--- config.mk ---
export PLATFORM = sky130hd
export DESIGN_NAME = morton_trie_range_step
export DESIGN_NICKNAME = d
export VERILOG_FILES = /design/src/hw/rtl/mtrs_pkg.sv /design/src/hw/rtl/mtrs_ctrl.sv /design/src/hw/rtl/mtrs_dp.sv /design/src/hw/rtl/morton_trie_range_step.sv
export SDC_FILE = /design/constraint.sdc
export NUM_CORES = 2
export LEC_CHECK = 0
export ABC_AREA = 1
export BUFFER_PORTS_ARGS = -buffer_cell sky130_fd_sc_hd__buf_2
export CORE_MARGIN = 1
export CORE_UTILIZATION = 25
export DETAILED_ROUTE_END_ITERATION = 10
export PLACE_DENSITY = 0.39
export SYNTH_ARGS = -nofsm -noshare
export SYNTH_HDL_FRONTEND = slang
export SYNTH_SLANG_ARGS = --single-unit
export TNS_END_PERCENT = 100
--- constraint.sdc ---
create_clock -name clk_i -period 7.12 [get_ports clk_i]
set_input_delay 0.356 -clock clk_i [delete_from_list [all_inputs] [get_ports clk_i]]
set_output_delay 0.356 -clock clk_i [all_outputs]
set_load 0.01 [all_outputs]
--- src/hw/rtl/mtrs_pkg.sv ---
// ----------------------------------------------------------------------------
// mtrs_pkg: shared types and constants for the Morton trie range step
// Operation and status codes, controller states, command and payload structs.
// ----------------------------------------------------------------------------
package mtrs_pkg;

  localparam int MaxDimsDef   = 8;
  localparam int CoordBitsDef = 32;

  localparam logic [5:0] TreeDepthRst  = 6'd32;
  localparam logic [3:0] ActiveDimsRst = 4'd8;

  typedef enum logic [2:0] {
    OP_LOAD   = 3'd0,
    OP_READ   = 3'd1,
    OP_REPR   = 3'd2,
    OP_SYMBOL = 3'd3,
    OP_NARROW = 3'd4
  } op_e;

  typedef enum logic [1:0] {
    STAT_OK      = 2'd0,
    STAT_OUTSIDE = 2'd1,
    STAT_DEEP    = 2'd2
  } status_e;

  typedef enum logic {
    REG_TREE_DEPTH  = 1'b0,
    REG_ACTIVE_DIMS = 1'b1
  } reg_e;

  typedef enum logic [1:0] {
    S_IDLE = 2'd0,
    S_EXEC = 2'd1,
    S_HOLD = 2'd2
  } state_e;

  typedef struct packed {
    logic capture;
    logic execute;
  } ctrl_cmd_t;

  typedef struct packed {
    logic [7:0]  child_pattern;
    logic [4:0]  level;
    logic [31:0] end_value;
    logic [31:0] start_value;
    logic [2:0]  dim_index;
    logic [2:0]  operation;
  } item_t;

  typedef struct packed {
    logic [31:0] end_out;
    logic [31:0] start_out;
    status_e     status;
    logic [7:0]  common_bits;
    logic [7:0]  differ_mask;
    logic [7:0]  morton_symbol;
  } result_t;

endpackage

--- src/hw/rtl/mtrs_ctrl.sv ---
// ----------------------------------------------------------------------------
// mtrs_ctrl: transfer controller
// Accepts one item, executes it in the S_EXEC state, holds the result until taken.
// ----------------------------------------------------------------------------
module mtrs_ctrl (
  input  logic               clk_i,
  input  logic               rst_ni,
  input  logic               in_valid_i,
  output logic               in_ready_o,
  output logic               out_valid_o,
  input  logic               out_ready_i,
  output mtrs_pkg::ctrl_cmd_t cmd_o
);
  import mtrs_pkg::*;

  state_e state_q, state_d;

  always_ff @(posedge clk_i or negedge rst_ni) begin
    if (!rst_ni) begin
      state_q <= S_IDLE;
    end else begin
      state_q <= state_d;
    end
  end

  always_comb begin
    state_d = state_q;
    unique case (state_q)
      S_IDLE: begin
        if (in_valid_i) state_d = S_EXEC;
      end
      S_EXEC: begin
        state_d = S_HOLD;
      end
      S_HOLD: begin
        if (out_ready_i) state_d = in_valid_i ? S_EXEC : S_IDLE;
      end
      default: state_d = S_IDLE;
    endcase
  end

  always_comb begin
    in_ready_o    = 1'b0;
    out_valid_o   = 1'b0;
    cmd_o.execute = 1'b0;
    unique case (state_q)
      S_IDLE: in_ready_o = 1'b1;
      S_EXEC: cmd_o.execute = 1'b1;
      S_HOLD: begin
        out_valid_o = 1'b1;
        in_ready_o  = out_ready_i;
      end
      default: ;
    endcase
    cmd_o.capture = in_valid_i & in_ready_o;
  end

endmodule

--- src/hw/rtl/mtrs_dp.sv ---
// ----------------------------------------------------------------------------
// mtrs_dp: corner registers and per-dimension bit logic
// Captures an item, evaluates all dimensions side by side, registers result.
// ----------------------------------------------------------------------------
module mtrs_dp #(
  parameter int MAX_DIMS   = mtrs_pkg::MaxDimsDef,
  parameter int COORD_BITS = mtrs_pkg::CoordBitsDef
) (
  input  logic                clk_i,
  input  logic                rst_ni,
  input  mtrs_pkg::ctrl_cmd_t cmd_i,
  input  mtrs_pkg::item_t     item_i,
  input  logic [5:0]          tree_depth_i,
  input  logic [3:0]          active_dims_i,
  output mtrs_pkg::result_t   result_o
);
  import mtrs_pkg::*;

  localparam int PosW = $clog2(COORD_BITS);

  logic [COORD_BITS-1:0] start_q [MAX_DIMS];
  logic [COORD_BITS-1:0] end_q   [MAX_DIMS];
  logic [COORD_BITS-1:0] start_d [MAX_DIMS];
  logic [COORD_BITS-1:0] end_d   [MAX_DIMS];

  item_t   item_q;
  result_t res_q, res_d;

  logic [6:0]            depth_eff;
  logic [6:0]            pos_full;
  logic [PosW-1:0]       pos;
  logic                  too_deep;
  logic [COORD_BITS-1:0] low_mask;
  logic [COORD_BITS-1:0] upto_mask;
  logic [5:0]            n_dims;
  logic [MAX_DIMS-1:0]   sb, eb, pat_ext, differ_vec, common_vec;
  logic [7:0]            symbol;
  logic [COORD_BITS-1:0] rd_start, rd_end;
  logic                  blocked;
  logic                  want, conflict;
  logic                  do_narrow, do_load;

  always_comb begin
    depth_eff = ({1'b0, tree_depth_i} > 7'(COORD_BITS)) ? 7'(COORD_BITS)
                                                        : {1'b0, tree_depth_i};
    too_deep  = {2'b00, item_q.level} >= depth_eff;
    pos_full  = depth_eff - {2'b00, item_q.level} - 7'd1;
    pos       = pos_full[PosW-1:0];
    low_mask  = (COORD_BITS'(1) << pos) - COORD_BITS'(1);
    upto_mask = {low_mask[COORD_BITS-2:0], 1'b1};
    n_dims    = (32'(active_dims_i) > MAX_DIMS) ? 6'(MAX_DIMS) : {2'b00, active_dims_i};
    pat_ext   = MAX_DIMS'(item_q.child_pattern);
  end

  always_comb begin
    rd_start = '0;
    rd_end   = '0;
    for (int j = 0; j < MAX_DIMS; j++) begin
      sb[j] = start_q[j][pos];
      eb[j] = end_q[j][pos];
      differ_vec[j] = (j < int'(n_dims)) && (sb[j] != eb[j]);
      common_vec[j] = (j < int'(n_dims)) && (sb[j] == eb[j]) && sb[j];
      if (int'(item_q.dim_index) == j) begin
        rd_start = start_q[j];
        rd_end   = end_q[j];
      end
    end
    symbol = '0;
    for (int k = 0; k < 8; k++) begin
      for (int j = 0; j < MAX_DIMS; j++) begin
        if (int'(n_dims) == j + k + 1) symbol[k] = sb[j];
      end
    end
  end

  always_comb begin
    do_narrow = cmd_i.execute && (item_q.operation == OP_NARROW) && !too_deep;
    do_load   = cmd_i.execute && (item_q.operation == OP_LOAD);
    blocked   = 1'b0;
    want      = 1'b0;
    conflict  = 1'b0;
    for (int j = 0; j < MAX_DIMS; j++) begin
      start_d[j] = start_q[j];
      end_d[j]   = end_q[j];
      want       = pat_ext[j];
      conflict   = (want && !eb[j]) || (!want && sb[j]);
      if (do_narrow && (j < int'(n_dims)) && !blocked) begin
        if (conflict) begin
          blocked = 1'b1;
        end else if (want && !sb[j]) begin
          start_d[j] = (start_q[j] & ~low_mask) | (COORD_BITS'(1) << pos);
        end else if (!want && eb[j]) begin
          end_d[j] = (end_q[j] & ~upto_mask) | low_mask;
        end
      end
      if (do_load && (int'(item_q.dim_index) == j)) begin
        start_d[j] = COORD_BITS'(item_q.start_value);
        end_d[j]   = COORD_BITS'(item_q.end_value);
      end
    end
  end

  always_comb begin
    res_d = '0;
    res_d.status = STAT_OK;
    unique case (item_q.operation)
      OP_LOAD: ;
      OP_READ: begin
        res_d.start_out = 32'(rd_start);
        res_d.end_out   = 32'(rd_end);
      end
      OP_REPR: begin
        if (too_deep) begin
          res_d.status = STAT_DEEP;
        end else begin
          res_d.differ_mask = 8'(differ_vec);
          res_d.common_bits = 8'(common_vec);
        end
      end
      OP_SYMBOL: begin
        if (too_deep) res_d.status = STAT_DEEP;
        else res_d.morton_symbol = symbol;
      end
      OP_NARROW: begin
        if (too_deep) res_d.status = STAT_DEEP;
        else if (blocked) res_d.status = STAT_OUTSIDE;
      end
      default: ;
    endcase
  end

  always_ff @(posedge clk_i or negedge rst_ni) begin
    if (!rst_ni) begin
      for (int j = 0; j < MAX_DIMS; j++) begin
        start_q[j] <= '0;
        end_q[j]   <= '0;
      end
    end else if (cmd_i.execute) begin
      for (int j = 0; j < MAX_DIMS; j++) begin
        start_q[j] <= start_d[j];
        end_q[j]   <= end_d[j];
      end
    end
  end

  always_ff @(posedge clk_i) begin
    if (cmd_i.capture) item_q <= item_i;
    if (cmd_i.execute) res_q <= res_d;
  end

  assign result_o = res_q;

endmodule

--- src/hw/rtl/morton_trie_range_step.sv ---
// An accepted item passes through the execute and hold states before its result can transfer.
// A new item is taken in the cycle the held result transfers; no item is taken
// while one is executing, and a stalled result holds off the next item.
// Reset (rst_ni, async, active low): corners cleared to zero, tree_depth 32,
// active_dims 8, controller idle and ready.
// ----------------------------------------------------------------------------
// morton_trie_range_step: Z-order trie query box step
// Holds per-dimension start/end corners; reports agreement, Morton symbols
// and narrows the box to a child cell at a trie level.
// ----------------------------------------------------------------------------
module morton_trie_range_step #(
  parameter int MAX_DIMS   = mtrs_pkg::MaxDimsDef,
  parameter int COORD_BITS = mtrs_pkg::CoordBitsDef
) (
  input  logic        clk_i,
  input  logic        rst_ni,
  // operation, dim_index, start_value, end_value, level, child_pattern, pad
  input  logic [87:0] s_axis_tdata,
  input  logic        s_axis_tvalid,
  output logic        s_axis_tready,
  // morton_symbol, differ_mask, common_bits, status, start_out, end_out, pad
  output logic [95:0] m_axis_tdata,
  output logic        m_axis_tvalid,
  input  logic        m_axis_tready,
  input  logic        psel,
  input  logic        penable,
  input  logic        pwrite,
  input  logic [2:0]  paddr,
  input  logic [31:0] pwdata,
  output logic [31:0] prdata,
  output logic        pready
);
  import mtrs_pkg::*;

  logic [5:0] tree_depth_q;
  logic [3:0] active_dims_q;
  ctrl_cmd_t  cmd;
  item_t      item;
  result_t    result;
  reg_e       reg_sel;

  assign pready  = 1'b1;
  assign reg_sel = reg_e'(paddr[2]);

  always_ff @(posedge clk_i or negedge rst_ni) begin
    if (!rst_ni) begin
      tree_depth_q  <= TreeDepthRst;
      active_dims_q <= ActiveDimsRst;
    end else if (psel && penable && pwrite && pready) begin
      unique case (reg_sel)
        REG_TREE_DEPTH:  tree_depth_q  <= pwdata[5:0];
        REG_ACTIVE_DIMS: active_dims_q <= pwdata[3:0];
        default: ;
      endcase
    end
  end

  always_comb begin
    unique case (reg_sel)
      REG_TREE_DEPTH:  prdata = {26'd0, tree_depth_q};
      REG_ACTIVE_DIMS: prdata = {28'd0, active_dims_q};
      default:         prdata = '0;
    endcase
  end

  assign item = s_axis_tdata[82:0];

  mtrs_ctrl u_ctrl (
    .clk_i       (clk_i),
    .rst_ni      (rst_ni),
    .in_valid_i  (s_axis_tvalid),
    .in_ready_o  (s_axis_tready),
    .out_valid_o (m_axis_tvalid),
    .out_ready_i (m_axis_tready),
    .cmd_o       (cmd)
  );

  mtrs_dp #(
    .MAX_DIMS   (MAX_DIMS),
    .COORD_BITS (COORD_BITS)
  ) u_dp (
    .clk_i         (clk_i),
    .rst_ni        (rst_ni),
    .cmd_i         (cmd),
    .item_i        (item),
    .tree_depth_i  (tree_depth_q),
    .active_dims_i (active_dims_q),
    .result_o      (result)
  );

  assign m_axis_tdata = {6'd0, result};

endmodule
==> impl_metrics.csv <==
group,metric,value,unit
outcome,status,"complete, no violations",
setup_path,crit_path_start_kind,"register",
grt,grt_max_degree,134,
floorplan,io_pins,261,
synth,netlist_area,0.0436,mm2
timing,worst_pin_slew,1.30,ns
setup_path,cp_data_required_time,7.67,ns
timing,hold_ws,0.153,ns
power_and_ir_drop,p_leak,22.2,nW
synth,ys.flop_type,"dfrtp_1",
clocking,cts_setup_buffers,0,
grt,use_met3,0.0382,
timing,period_needed,6.37,ns
synth,synth_area_leader_cell,"dfrtp_1",
timing,hold_viol,0,
final_layout,num-nets-final,6076,
routing,drc,0,
grt,gr-total-overflow,0,
routing,drt_iter0_markers,4761,
grt,grt_pass1_vias,42600,
clocking,cts_buffer_depth,3,
floorplan,die_y,420,um
routing,ant_nets,0,
synth,ys_seq_area_frac,0.420,
final_layout,multi_input_area,0.0209,mm2
power_and_ir_drop,ir_drop,0.164,mV
grt,grt_use_total,0.271,
clocking,clkTransAtPathRegs,0.06,ns
grt,met2_usage,0.432,
synth,synth_edf_count,173,
clocking,cts_tree,"yes",
timing,relSlewSlack,0.135,
place,port_buffers,194,
synth,yosysUniqueCellTypes,80,
clocking,cts.htree.levels,3,
synth,synthCells,5798,
grt,top_usage_layer,"met2",
floorplan,core_area,0.172,mm2
final_layout,area_growth,17.8,%
synth,yosysMostFrequentCell,"nand2_1",
timing,skew,0.0422,ns
final_layout,drive_above_1_share,0.120,
final_layout,final_area,0.0514,mm2
floorplan,initial_core_util,0.253,
routing,wl_per_cell,29.2,um
routing,vias,44900,
synth,syn_area_per_cell,7.52,um2
synth,async_flop_share,0.752,
setup_path,cp_max_fo,35,
place,dpl_cell_area,0.0470,mm2
timing,rsz0062_at_grt,"false",
setup_path,critPathArrivalTime,6.92,ns
clocking,holdBufCountCts,92,
final_layout,layout.area.seq,0.0183,mm2
clocking,cts_root_buffer,"clkbuf_16",
floorplan,row_count,152,
grt,use_met1,0.349,
clocking,cts_resized,0,
clocking,clk_latency,0.75,ns
routing,drt-total-wl,243,mm
grt,grt_pass1_wl,338,mm
final_layout,fillers,18800,
final_layout,fin_util,0.298,
clocking,cts_sinks,697,
routing,viasPerCell,5.39,
power_and_ir_drop,power_density,322,mW/mm2
synth,synth.area.top_cells,"dfrtp_1, nand2_1, edfxtp_1, o21ai_0, inv_1",
synth,yosys-top-cells-count,"nand2_1, o21ai_0, inv_1",
synth,yosys.area.top_type_share,0.299,
clocking,numCtsBuffers,94,
timing,setup-tns-final,0,ns
place,dp_hpwl,163,mm
timing,slew_violations,0,
synth,yosys_warnings,0,
min_path,hold_path_class,"primary input to register",
routing,dr.pass1.iters,6,
run,cap_violations,0,
timing,min_period_over_period,0.894,
timing,finalSetupViolations,0,
synth,synth-seq-cells,697,
setup_path,crit_path_end_kind,"register",
floorplan,dieArea,0.176,mm2
grt,antenna_found_initial,3,
place,gp_congestion,0.915,
timing,fmax,0.157,GHz
floorplan,fp.dieW,420,um
setup_path,critPathKind,"register to register",
final timing paths:
path	cells past startpoint	to	slack [ns]	from
min reg2reg	2	u_dp.start_q[104]$_DFFE_PN0P_	0.49	u_dp.start_q[104]$_DFFE_PN0P_
max	23	u_dp.start_q[49]$_DFFE_PN0P_	0.75	tree_depth_q[5]$_DFFE_PN1P_
min in group asynchronous	2	u_dp.end_q[46]$_DFFE_PN0P_	0.26	rst_ni
max reg2reg	23	u_dp.start_q[49]$_DFFE_PN0P_	0.75	tree_depth_q[5]$_DFFE_PN1P_
max in group asynchronous	3	u_dp.start_q[120]$_DFFE_PN0P_	5.27	rst_ni
min	3	active_dims_q[3]$_DFFE_PN1P_	0.15	paddr[2]
layer usage:
metal,part of all wire,wire length [um],up-vias
met3,0.061,14800,455
li1,-,-,20000
met2,0.46,111000,1909
met5,0,0,-
met4,0.066,16000,0
met1,0.42,101000,22500
critical path: stages (launching register included):
cell and delay [ns]:
dfstp_2 0.39, nor2_1 0.24, ha_1 0.24, inv_1 0.07
fa_2 0.66, buf_4 0.64, nor2_4 0.33, buf_4 0.37
nand2_1 0.10, nand4_1 0.09, nand2_1 0.11, nand3_1 0.19
nand3_1 0.33, nand2_1 0.36, inv_1 0.22, nand2_1 0.09
nand3_1 0.16, nand3_1 0.12, a21oi_2 0.19, nand2_1 0.07
nand2_1 0.06, nand2_1 0.09, inv_2 0.71, o21ai_0 0.19
kinds of logic after synthesis:
kind of cell | Yosys count | share of synthesized area
flip-flops | 697 | 0.420
AO/OA/AOI/OAI | 1740 | 0.242
adder cells (fa/ha/maj) | 11 | 0.00333
other | 2 | 0.000172
XOR/XNOR | 7 | 0.00261
buffers and inverters | 1079 | 0.106
AND/OR/NAND/NOR | 2262 | 0.225
final cells by class:
cell class | instances | area share
clock buffers | 120 | 0.0514
diodes | 2 | 0.0000974
repair buffers | 434 | 0.0645
well taps | 2310 | 0.0562
clock inverters | 53 | 0.0161
multi-input cells | 4053 | 0.407
flip-flops and latches | 697 | 0.356
inverters | 655 | 0.0485
power breakdown:
group / switching, mW / internal, mW / total (mW) / leakage (nW)
Clock: 2.14 / 3.37 / 5.51 / 1.70
Sequential: 0.366 / 4.52 / 4.88 / 8.89
Combinational: 4.66 / 1.47 / 6.14 / 11.6
placed cells by master (no fill, tap or decap), drive strengths merged, types with 4 or more instances in the layout:
master	netlist	layout
buf	204	342
dfrtp	522	522
dlygate4sd3	0	92
o311ai	4	4
edfxtp	173	173
a21oi	288	288
a2bb2oi	8	8
clkinv	7	33
o21ai	758	758
clkbuf	220	120
inv	648	650
a32oi	5	5
o31ai	29	29
ha	10	10
a22oi	34	34
o2111ai	46	46
o211ai	246	246
nand4	56	56
conb	2	33
a211oi	62	62
nor2	432	432
xor2	7	7
clkinvlp	0	4
a31oi	12	12
nand2	1434	1434
nor3b	4	4
o221ai	85	85
nand3	310	310
nor3	20	20
bufinv	0	21
o22ai	135	135
a221oi	13	13
registers in the layout, summed over array words and instances (netlist names):
register        count
u_dp.pat_ext        8
u_dp.end_q        256
u_dp.item_q        75
u_dp.result_o      90
u_ctrl.state_q      2
u_dp.start_q      256
tree_depth_q        6
active_dims_q       4
stage by stage:
step	power, mW	setup slack (ns)	std cells
after global routing	17.1	0.646	8322
after global placement	10.9	1.03	8057
after CTS	16.5	0.963	8322
after floorplan	8.21	0.553	5829
final	16.5	0.752	8324
after detailed placement	10.9	1.01	8057
Note: power is estimated with default switching activity, not from simulation.
